## src/rtl/core/cmu_pkg.sv

```systemverilog
// Shared constants, types and helpers for the cluster medoid update block.
`timescale 1ns / 1ps
package cmu_pkg;
    localparam int MAX_POINTS   = 256;
    localparam int MAX_CLUSTERS = 32;
    localparam int DIST_W       = 32;

    localparam int PT_W        = $clog2(MAX_POINTS);
    localparam int PCNT_W      = PT_W + 1;
    localparam int DIST_DEPTH  = 1 << (2 * PT_W);
    localparam int CID_W       = 5;
    localparam int MEMB_W      = CID_W + 1;
    localparam int CCNT_W      = 6;
    localparam int CL_LIMIT    = (MAX_CLUSTERS < 32) ? MAX_CLUSTERS : 32;
    localparam int SUM_W       = DIST_W + PT_W;
    localparam int COST_W      = 40;
    localparam int MEDIAN_W    = 8;
    localparam int FIELD_PT_W  = 8;
    localparam int FIELD_DST_W = 32;

    localparam int IN_DATA_W   = 56;
    localparam int IN_USER_W   = 2;
    localparam int OUT_DATA_W  = 56;
    localparam int OUT_USER_W  = 1;
    localparam int CFG_IDX_W   = 1;
    localparam int CFG_DATA_W  = 9;
    localparam int PCFG_W      = 9;

    localparam int QDEPTH      = 2;
    localparam int QPTR_W      = $clog2(QDEPTH);

    localparam logic [IN_USER_W-1:0] CMD_LOAD_MEMB = 2'd0;
    localparam logic [IN_USER_W-1:0] CMD_LOAD_DIST = 2'd1;
    localparam logic [IN_USER_W-1:0] CMD_RUN       = 2'd2;

    localparam logic [CFG_IDX_W-1:0] REG_POINT_COUNT  = 1'd0;
    localparam logic [CFG_IDX_W-1:0] REG_MEDIAN_COUNT = 1'd1;

    typedef enum logic [1:0] {
        K_MEMB = 2'd0,
        K_DIST = 2'd1,
        K_RUN  = 2'd2
    } t_kind;

    typedef struct packed {
        t_kind             kind;
        logic [PT_W-1:0]   row;
        logic [PT_W-1:0]   col;
        logic [CID_W-1:0]  cid;
        logic              asg;
        logic [DIST_W-1:0] distance;
    } t_item;

    typedef struct packed {
        logic [PCNT_W-1:0] np;
        logic [CCNT_W-1:0] nc;
    } t_run_cfg;

    function automatic logic [COST_W-1:0] sat_cost(input logic [SUM_W-1:0] s);
        logic [SUM_W+COST_W-1:0] w;
        w = (SUM_W + COST_W)'(s);
        if (w > (SUM_W + COST_W)'({COST_W{1'b1}}))
            return {COST_W{1'b1}};
        return COST_W'(w);
    endfunction
endpackage

```

## src/rtl/core/cmu_front.sv

```systemverilog
// Front end: accepts input transactions, classifies them and queues them.
`timescale 1ns / 1ps
module cmu_front (
    input  logic                          i_clk,
    input  logic                          i_rst_n,
    input  logic                          s_axis_tvalid,
    output logic                          s_axis_tready,
    // row_point[7:0], col_point[15:8], cluster_id[20:16], is_assigned[21],
    // distance[53:22], zero pad[55:54]
    input  logic [cmu_pkg::IN_DATA_W-1:0] s_axis_tdata,
    // cmd[1:0]
    input  logic [cmu_pkg::IN_USER_W-1:0] s_axis_tuser,
    output cmu_pkg::t_item                o_item,
    output logic                          o_item_valid,
    input  logic                          i_item_pop
);
    logic [cmu_pkg::FIELD_PT_W-1:0]  f_row;
    logic [cmu_pkg::FIELD_PT_W-1:0]  f_col;
    logic [cmu_pkg::CID_W-1:0]       f_cid;
    logic                            f_asg;
    logic [cmu_pkg::FIELD_DST_W-1:0] f_dist;
    logic                            w_row_ok;
    logic                            w_col_ok;
    logic                            w_keep;
    logic                            w_push;
    cmu_pkg::t_item                  w_item;

    cmu_pkg::t_item          r_q [cmu_pkg::QDEPTH];
    logic [cmu_pkg::QPTR_W-1:0] r_wr_ptr, n_wr_ptr;
    logic [cmu_pkg::QPTR_W-1:0] r_rd_ptr, n_rd_ptr;
    logic [cmu_pkg::QPTR_W:0]   r_count, n_count;

    assign f_row  = s_axis_tdata[7:0];
    assign f_col  = s_axis_tdata[15:8];
    assign f_cid  = s_axis_tdata[20:16];
    assign f_asg  = s_axis_tdata[21];
    assign f_dist = s_axis_tdata[53:22];

    assign w_row_ok = 32'(f_row) < cmu_pkg::MAX_POINTS;
    assign w_col_ok = 32'(f_col) < cmu_pkg::MAX_POINTS;

    always_comb begin
        w_item.row      = cmu_pkg::PT_W'(f_row);
        w_item.col      = cmu_pkg::PT_W'(f_col);
        w_item.cid      = f_cid;
        w_item.asg      = f_asg;
        w_item.distance = cmu_pkg::DIST_W'(f_dist);
        w_item.kind     = cmu_pkg::K_RUN;
        w_keep          = 1'b0;
        unique case (s_axis_tuser)
            cmu_pkg::CMD_LOAD_MEMB: begin
                w_item.kind = cmu_pkg::K_MEMB;
                w_keep      = w_row_ok;
            end
            cmu_pkg::CMD_LOAD_DIST: begin
                w_item.kind = cmu_pkg::K_DIST;
                w_keep      = w_row_ok && w_col_ok;
            end
            cmu_pkg::CMD_RUN: begin
                w_item.kind = cmu_pkg::K_RUN;
                w_keep      = 1'b1;
            end
            default: w_keep = 1'b0;
        endcase
    end

    assign s_axis_tready = r_count < (cmu_pkg::QPTR_W + 1)'(cmu_pkg::QDEPTH);
    assign w_push        = s_axis_tvalid && s_axis_tready && w_keep;
    assign o_item_valid  = r_count != '0;
    assign o_item        = r_q[r_rd_ptr];

    always_comb begin
        n_wr_ptr = r_wr_ptr;
        n_rd_ptr = r_rd_ptr;
        n_count  = r_count;
        if (w_push) begin
            n_wr_ptr = r_wr_ptr + 1'b1;
        end
        if (i_item_pop && o_item_valid) begin
            n_rd_ptr = r_rd_ptr + 1'b1;
        end
        if (w_push && !(i_item_pop && o_item_valid)) begin
            n_count = r_count + 1'b1;
        end else if (!w_push && i_item_pop && o_item_valid) begin
            n_count = r_count - 1'b1;
        end
    end

    always_ff @(posedge i_clk) begin
        if (!i_rst_n) begin
            r_wr_ptr <= '0;
            r_rd_ptr <= '0;
            r_count  <= '0;
        end else begin
            r_wr_ptr <= n_wr_ptr;
            r_rd_ptr <= n_rd_ptr;
            r_count  <= n_count;
        end
    end

    always_ff @(posedge i_clk) begin
        if (w_push) begin
            r_q[r_wr_ptr] <= w_item;
        end
    end
endmodule

```

## config.mk

```make
export PLATFORM = sky130hd
export DESIGN_NAME = cmu_front
export DESIGN_NICKNAME = d
export VERILOG_FILES = /design/src/rtl/core/cmu_pkg.sv /design/src/rtl/core/cmu_front.sv
export SDC_FILE = /design/constraint.sdc
export NUM_CORES = 1
export LEC_CHECK = 0
export ABC_AREA = 0
export BUFFER_PORTS_ARGS = -buffer_cell sky130_fd_sc_hd__buf_2
export CORE_MARGIN = 5
export CORE_UTILIZATION = 56
export CTS_BUF_LIST = sky130_fd_sc_hd__clkbuf_4
export CTS_CLUSTER_DIAMETER = 150
export DETAILED_ROUTE_END_ITERATION = 16
export PLACE_DENSITY = 0.88
export SLEW_MARGIN = 30
export SYNTH_ARGS = -nofsm -noshare
export SYNTH_HDL_FRONTEND = slang
export SYNTH_SLANG_ARGS = --single-unit
```

## constraint.sdc

```tcl
create_clock -name i_clk -period 11.1 [get_ports i_clk]
set_clock_uncertainty 0.05 [all_clocks]
set_input_delay 2.22 -clock i_clk [delete_from_list [all_inputs] [get_ports i_clk]]
set_output_delay 2.22 -clock i_clk [all_outputs]
set_load 0.05 [all_outputs]
```

**After elaboration in Yosys (flattened, before gate mapping)**

Memory sizes are Yosys's and may differ from the RTL's. A register that Yosys moved wholly into a read port is not among the register bits.
Index checks and enable logic that the tools add are counted.

- Add/subtract/negate cells: 4
- Order comparisons: 1
- Eq/ne operators: 2
- Muxes and demuxes: 8
- Reductions and logical operators: 12

Operators by type and width:

| operator | count |
|---|---|
| logical AND 1 bit | 6 |
| two-way mux 1 bit | 5 |
| two-way mux 2 bit | 2 |
| case mux 2 bit (2 select lines) | 1 |
| nonzero test 2 bit | 2 |
| OR reduction 3 bit | 1 |
| adder 1 bit, second input constant | 2 |
| adder 2 x 1 -> 2 bit, second input constant | 1 |
| == test 2 x 1 -> 1 bit, second input constant | 1 |
| == test 2 bit, second input constant | 1 |
| logical NOT 1 bit | 2 |
| logical NOT 2 bit | 1 |
| < comparator 2 bit, second input constant | 1 |
| subtractor 2 x 1 -> 2 bit, second input constant | 1 |

- Bits in registers: 4
- Memory bits (writable): 112
- Output and inout bits: 58
- Logic and storage cells: 31
- Memories: 1

Memories:

| name | depth | width | rd ports | clocked after Yosys merged registers in | wr ports | line | RTL |
|---|---|---|---|---|---|---|---|
| r_q | 2 | 56 | 1 | 1 | 1 | cmu_front.sv:28 | `cmu_pkg::t_item r_q [cmu_pkg::QDEPTH];` |

**Longest topological paths before layout**

Gate-level depths: netlist (run 1).

- Depth in word-level cells: 9
- Mapped depth: 3
- Depth with buffers taken out: 3

**Worst setup path after synthesis (run 1)**

OpenSTA, ideal clock, no wires.

- Path type: in2reg
- From: in s_axis_tvalid
- To: mem r_q[1][0] in the netlist's numbering (enable)
- Setup time: 550 ps
- Arrival: 6557 ps
- Required time: 10500 ps
- Slack: 3943 ps
- Stages: 2
- Cells stage by stage: a21bo_4 nor3b_1

- Cells in the longest elaborated chain, start to end: 4

Ends and longest elaborated chain:

| element | line | RTL |
|---|---|---|
| from (decl) | cmu_front.sv:6 | `input logic s_axis_tvalid,` |
| logical AND 1 bit (2 in series) | cmu_front.sv:68 | `assign w_push = s_axis_tvalid && s_axis_tready && w_keep;` |
| two-way mux 1 bit | cmu_front.sv:102 | `if (w_push) begin` |
| two-way mux 1 bit (implied by the code) | cmu_front.sv:103 | `r_q[r_wr_ptr] <= w_item;` |
| to (decl) | cmu_front.sv:28 |  |

No other way between the ends.

==> run_results.csv, run 1 <==
group,metric,value,unit
pwr,ir_drop,0.131,mV
worst_hold_path,holdPathStages,2,
place,dpl.hpwl,4.94,mm
floorplan,initial_utilization,0.563,
worst_hold_path,min_to,"r_rd_ptr",
logic_synthesis,ys_ff_latch,117,
cts,clock_path_buffers,2,
floorplan,die_x,97.5,um
timing,rsz0062_at_grt,"no",
routing,firstDrtPassIters,4,
floorplan,die_area,9500,um2
cts,clock-sinks,117,
global_routing,grt_usage,0.166,
logic_synthesis,yosysSeqAreaShare,0.808,
global_routing,grt-ovfl-total,0,
setup_path,r2r_end,"r_q[0][17]",
routing,vias,2268,
routing,vias_per_cell,5.03,
cts,cts_tree,"built",
pwr,total_power,0.000976,W
timing,setup_tns,0,ns
global_routing,antenna_found_initial,0,
global_routing,grt_pass1_wl,12.1,mm
setup_path,path_class,"reg -> out",
routing,drt-total-wl,7.53,mm
logic_synthesis,yosys_warnings,0,
timing,setup_viol,0,
outcome,status,"finished clean",
routing,drc_errors,0,
timing,period_minus_slack,4.59,ns
setup_path,max_stage_delay,0.75,ns
cts,cts-root-buf,"clkbuf_4",
floorplan,coreArea,7610,um2
timing,slew_headroom,0.492,
setup_path,cp.required,8.83,ns
floorplan,fp-row-count,32,
worst_hold_path,hold_path.class,"reg -> reg",
logic_synthesis,synthCells,203,
setup_path,reg2reg_slack,9.42,ns
logic_synthesis,syn_nets,265,
cts,cts_buffers,17,
setup_path,critPathMaxFanout,29,
routing,wl_per_cell,16.7,um
floorplan,die_h,97.5,um
floorplan,ioPinCount,120,
setup_path,startpoint_type,"register",
routing,drt_iter0_drc,76,
finish,finalNetCount,398,
finish,fin_cells,451,
cts,cts_resized,0,
place,placedCellCount,419,
setup_path,cpMaxStageDelayCell,"dfxtp_2",
routing,antenna_left,0,
logic_synthesis,synthesis.area,4290,um2
global_routing,grt_pass1_vias,2540,
job,cap_violations,0,
finish,areaGrowthSynthToFinish,23.4,%
finish,antenna_cells,0,
cts,holdBufCountCts,0,
cts,path_clk_slew,0.09,ns
timing,fin_crit_sh,0.413,
logic_synthesis,syn_area_per_cell,21.1,um2
timing,finalHoldViolCount,0,
pwr,leakagePower,1.98,nW
setup_path,reg2regPathDepth,2,
logic_synthesis,netlist-cell-type-count,22,
timing,tightest_slew,0.763,ns
pwr,pwr_density_cell,185,nW/um2
timing,maxClockFrequency,0.218,GHz
cts,cts_setup_buffers,0,
place,port_buffers,117,
setup_path,crit_chain,"buf_4 -> mux2_2 -> buf_2",
timing,slew_violations,0,
cts,clk_latency,0.47,ns
finish,drive_gt1_frac,0.610,
cts,htreeDepth,4,
setup_path,critical_path_arrival,2.32,ns
setup_path,worstSetupEndpointType,"primary output",
setup_path,r2r-start,"r_count[1]",
worst_hold_path,hold_path.startpoint,"r_rd_ptr",
global_routing,grt_max_degree,58,
place,place.gp.congestion,0.715,
## power by group
group | switching, W | internal (W)
clock | 0.000152 | 0.000161
combinational | 0.000106 | 0.0000420
sequential | 0.00000779 | 0.000508
## critical path, delay by kind of cell, from the launching register on
family                 cells  cell delay (ns)
DFF                        1             0.75
buffers and inverters      2             0.67
muxes                      1             0.40
## placed cells by master, fill, tap and decap left out, drive strengths merged, types with 2 or more instances in the layout
master	count
nor2b	2
mux2	56
nor2	2
o21ai	2
buf	121
edfxtp	112
bufinv	3
nand2	2
inv	4
clkinvlp	3
clkbuf	19
o21a	2
dfxtp	5
clkinv	6
## worst max-delay path by stage
| stage | startpoint | endpoint | depth (start not counted) |
|---|---|---|---|
| final | register | o_item[3] | 3 |
| after global routing | register | o_item[51] | 3 |
| after CTS | register | o_item[51] | 3 |
| after detailed placement | register | o_item[51] | 3 |
| after global placement | register | o_item[55] | 3 |
| after floorplan | s_axis_tvalid | r_q[1][0] | 2 |
## per-stage QoR
step | setup slack, ns | cell area (um2) | util | hold slack (ns)
floorplan | 3.94 | 4290 | - | 0.422
global placement | 6.95 | 4990 | 0.656 | 0.435
detailed placement | 6.96 | 4990 | 0.656 | 0.479
CTS | 6.43 | 5290 | 0.695 | 0.518
global route | 6.35 | 5290 | 0.695 | 0.553
finish | 6.51 | 5290 | 0.695 | 0.504
## Yosys cell counts
library cell / instances / area, um2
nor3_1: 1 / 5.00
o21a_1: 2 / 15.0
buf_4: 4 / 30.0
o21ai_0: 2 / 10.0
inv_1: 3 / 11.3
a21bo_4: 1 / 16.3
nand2b_1: 1 / 6.26
nand2_1: 2 / 7.51
a21oi_1: 1 / 5.00
a21o_1: 1 / 7.51
a31oi_1: 1 / 6.26
nor2b_1: 2 / 12.5
nor2_1: 2 / 7.51
nor3b_1: 1 / 7.51
edfxtp_1: 112 / 3360
buf_2: 2 / 10.0
and2b_2: 1 / 8.76
xor2_1: 1 / 8.76
or3_1: 1 / 6.26
dfxtp_1: 5 / 100
dlygate4sd3_1: 1 / 10.0
mux2_2: 56 / 631
## state kept, by name, indices dropped and copies added, names as in the netlist, named ones only
name      flops
r_rd_ptr      1
r_count       2
r_wr_ptr      1
r_q         112
## routing by layer
metal | global-route usage | vias up | wire length, um
li1 | - | 1068 | -
met1 | 0.180 | 1119 | 2910
met2 | 0.298 | 72 | 4090
met3 | 0.0589 | 9 | 442
met4 | 0.0596 | 0 | 89
met5 | 0 | - | 0
## logic make-up after synthesis
kind of cell,after synthesis,synth area share
AOI/OAI and AO/OA,8,0.0140
xor gates and xnor gates,1,0.00204
buffers and inverters,10,0.0143
DFF,117,0.808
muxes,56,0.147
and+or+nand+nor,11,0.0143
## layout make-up
| class | count | area [um2] |
|---|---|---|
| flip-flops and latches | 117 | 3460 |
| well taps | 102 | 128 |
| clock buffers | 19 | 143 |
| repair buffers | 121 | 616 |
| clock inverters | 13 | 158 |
| fillers | 535 | 2320 |
| inverters | 3 | 11.3 |
| multi-input cells | 76 | 771 |
(Power assumes the default switching activity.)
==> run 2, diff against run 1 <==
--- a/config.mk
+++ b/config.mk
@@ -8,11 +8,11 @@
 export ABC_AREA = 0
 export BUFFER_PORTS_ARGS = -buffer_cell sky130_fd_sc_hd__buf_2
 export CORE_MARGIN = 5
-export CORE_UTILIZATION = 56
+export CORE_UTILIZATION = 48
 export CTS_BUF_LIST = sky130_fd_sc_hd__clkbuf_4
 export CTS_CLUSTER_DIAMETER = 150
 export DETAILED_ROUTE_END_ITERATION = 16
-export PLACE_DENSITY = 0.88
+export PLACE_DENSITY = 0.8
 export SLEW_MARGIN = 30
 export SYNTH_ARGS = -nofsm -noshare
 export SYNTH_HDL_FRONTEND = slang
==> constraint.sdc (replaced) <==
create_clock -name i_clk -period 4.2 [get_ports i_clk]
set_clock_uncertainty 0.05 [all_clocks]
set_input_delay 0.84 -clock i_clk [delete_from_list [all_inputs] [get_ports i_clk]]
set_output_delay 0.84 -clock i_clk [all_outputs]
set_load 0.05 [all_outputs]
==> run 2 against run 1 <==
Critical path depth did not move. Register-to-register slack lost 7.1 ns. Power increased to 2.6 times the previous value. Routed wire length increased by 1.2%. Sequential power grew to 2.6 times the previous value. First-iteration DRC count down 37%. Final cell count increased by 1.1%. Cell area increased by 0.14%.
==> run_results.csv, run 2 (same netlist as run 1, synthesis figures left out) <==
group,metric,value,unit
timing,slew_headroom,0.450,
place,port_buffers,117,
cts,cts_resized,0,
global_routing,grt_max_degree,43,
outcome,status,"finished clean",
timing,maxClockFrequency,0.317,GHz
cts,cts_setup_buffers,0,
routing,vias,2255,
routing,drt-total-wl,7.62,mm
job,cap_violations,0,
finish,finalNetCount,398,
timing,rsz0062_at_grt,"no",
global_routing,antenna_found_initial,1,
routing,drc_errors,0,
timing,layout_setup_ws,1.05,ns
pwr,leakagePower,1.98,nW
finish,top_register,"r_q",
timing,setup_viol,0,
cts,path_clk_slew,0.09,ns
setup_path,max_stage_delay,0.63,ns
setup_path,path_class,"reg -> out",
finish,final_cell_mix,"buf_2, edfxtp_1, mux2_2",
global_routing,grt_pass1_wl,12.2,mm
setup_path,reg2reg_slack,2.34,ns
finish,seq_area,3460,um2
global_routing,met1_usage,0.153,
finish,areaGrowthSynthToFinish,23.6,%
pwr,ir_drop,0.316,mV
global_routing,grt_util_met3,0.0577,
setup_path,startpoint_type,"register",
setup_path,cpMaxStageDelayCell,"dfxtp_2",
cts,holdBufCountCts,0,
timing,tightest_slew,0.823,ns
cts,clk_latency,0.48,ns
floorplan,coreArea,8720,um2
cts,htreeDepth,4,
finish,multiInputGateArea,783,um2
finish,layout_commonest_cell,"buf_2",
cts,cts_tree,"built",
floorplan,die_h,104,um
timing,setup_tns,0,ns
place,dp_slack,1.49,ns
cts,clock_path_buffers,2,
place,dpl.hpwl,5.10,mm
cts,cts_buffers,17,
pwr,total_power,0.00255,W
floorplan,fp-row-count,34,
global_routing,busiest_layer,"met2",
routing,wl_per_cell,16.7,um
pwr,pwr_density_cell,481,nW/um2
timing,slew_violations,0,
setup_path,critPathMaxFanout,38,
floorplan,initial_utilization,0.491,
setup_path,reg2regPathDepth,2,
finish,drive_gt1_frac,0.601,
routing,vias_per_cell,4.95,
finish,num-fill-cells,674,
routing,antenna_left,0,
global_routing,grt_usage,0.144,
place,place.gp.congestion,0.686,
setup_path,worstSetupEndpointType,"primary output",
setup_path,r2r_end,"r_q[0][16]",
timing,period_minus_slack,3.15,ns
setup_path,critical_path_arrival,2.26,ns
worst_hold_path,hold_path.class,"reg -> reg",
timing,holdWs,0.471,ns
routing,drt_iter0_drc,48,
finish,reg_top3,"r_q x112, r_count x2",
worst_hold_path,holdPathStages,2,
setup_path,cp.required,3.31,ns
timing,fin_crit_sh,0.751,
global_routing,grt_util_met2,0.252,
floorplan,ioPinCount,120,
cts,cts-root-buf,"clkbuf_4",
worst_hold_path,hold_path.startpoint,"r_rd_ptr",
finish,finalCoreUtilization,0.607,
finish,largest_reg_flops,112,
floorplan,die_x,104,um
global_routing,grt-ovfl-total,0,
global_routing,grt_pass1_vias,2571,
routing,firstDrtPassIters,4,
setup_path,r2r-start,"r_count[1]",
timing,finalHoldViolCount,0,
cts,clock-sinks,117,
finish,antenna_cells,0,
setup_path,crit_chain,"buf_4 -> mux2_2 -> buf_2",
floorplan,die_area,10900,um2
## run 2: changes by cell type in the layout (fill, tap and decap cells not counted)
cell	before	now
clkinv_1	1	4
clkinv_4	2	0
buf_12	0	1
buf_4	4	3
clkbuf_4	19	18
clkinv_2	3	4
clkinvlp_4	3	2
inv_6	1	0
nor3_2	1	0
nor3_4	0	1
nor3b_2	1	0
nor3b_4	0	1
## run 2: report_power, final
part           switching (W)  total, W  leakage, nW  internal (W)
clock               0.000386  0.000790        0.147      0.000404
sequential         0.0000187   0.00136         1.08       0.00134
combinational       0.000283  0.000397        0.748      0.000114
## run 2: final cells by class
| class | instances | area share |
|---|---|---|
| flip-flops and latches | 117 | 0.654 |
| well taps | 108 | 0.0255 |
| repair buffers | 121 | 0.119 |
| clock inverters | 13 | 0.0265 |
| clock buffers | 18 | 0.0255 |
| inverters | 3 | 0.00213 |
| multi-input cells | 76 | 0.148 |
## run 2: worst max path at each step
stage | endpoint | cells past startpoint | slack (ns) | start
after floorplan | r_q[1][0] | 2 | 0.39 | s_axis_tvalid
after global placement | o_item[19] | 3 | 1.48 | register
after detailed placement | o_item[8] | 3 | 1.49 | register
after CTS | o_item[41] | 3 | 0.93 | register
after global routing | o_item[5] | 3 | 0.84 | register
final | o_item[8] | 3 | 1.05 | register
## run 2: through the flow
| stage | cells | area [um2] |
|---|---|---|
| 2_1_floorplan | 203 | 4300 |
| 3_3_place_gp | 425 | 5020 |
| 3_5_place_dp | 425 | 5020 |
| 4_1_cts | 456 | 5300 |
| 5_1_grt | 456 | 5300 |
| 6_report | 456 | 5300 |
## run 2: routing by layer
metal | share of wire | wire [um]
met1 | 0.37 | 2860
met2 | 0.53 | 4050
met3 | 0.074 | 565
met4 | 0.017 | 127
met5 | 0.0022 | 17
## run 2: critical path, delay by kind of cell (launching register included)
kind | cells | cell delay, ns
buffers and inverters | 2 | 0.73
DFF | 1 | 0.63
muxes | 1 | 0.40
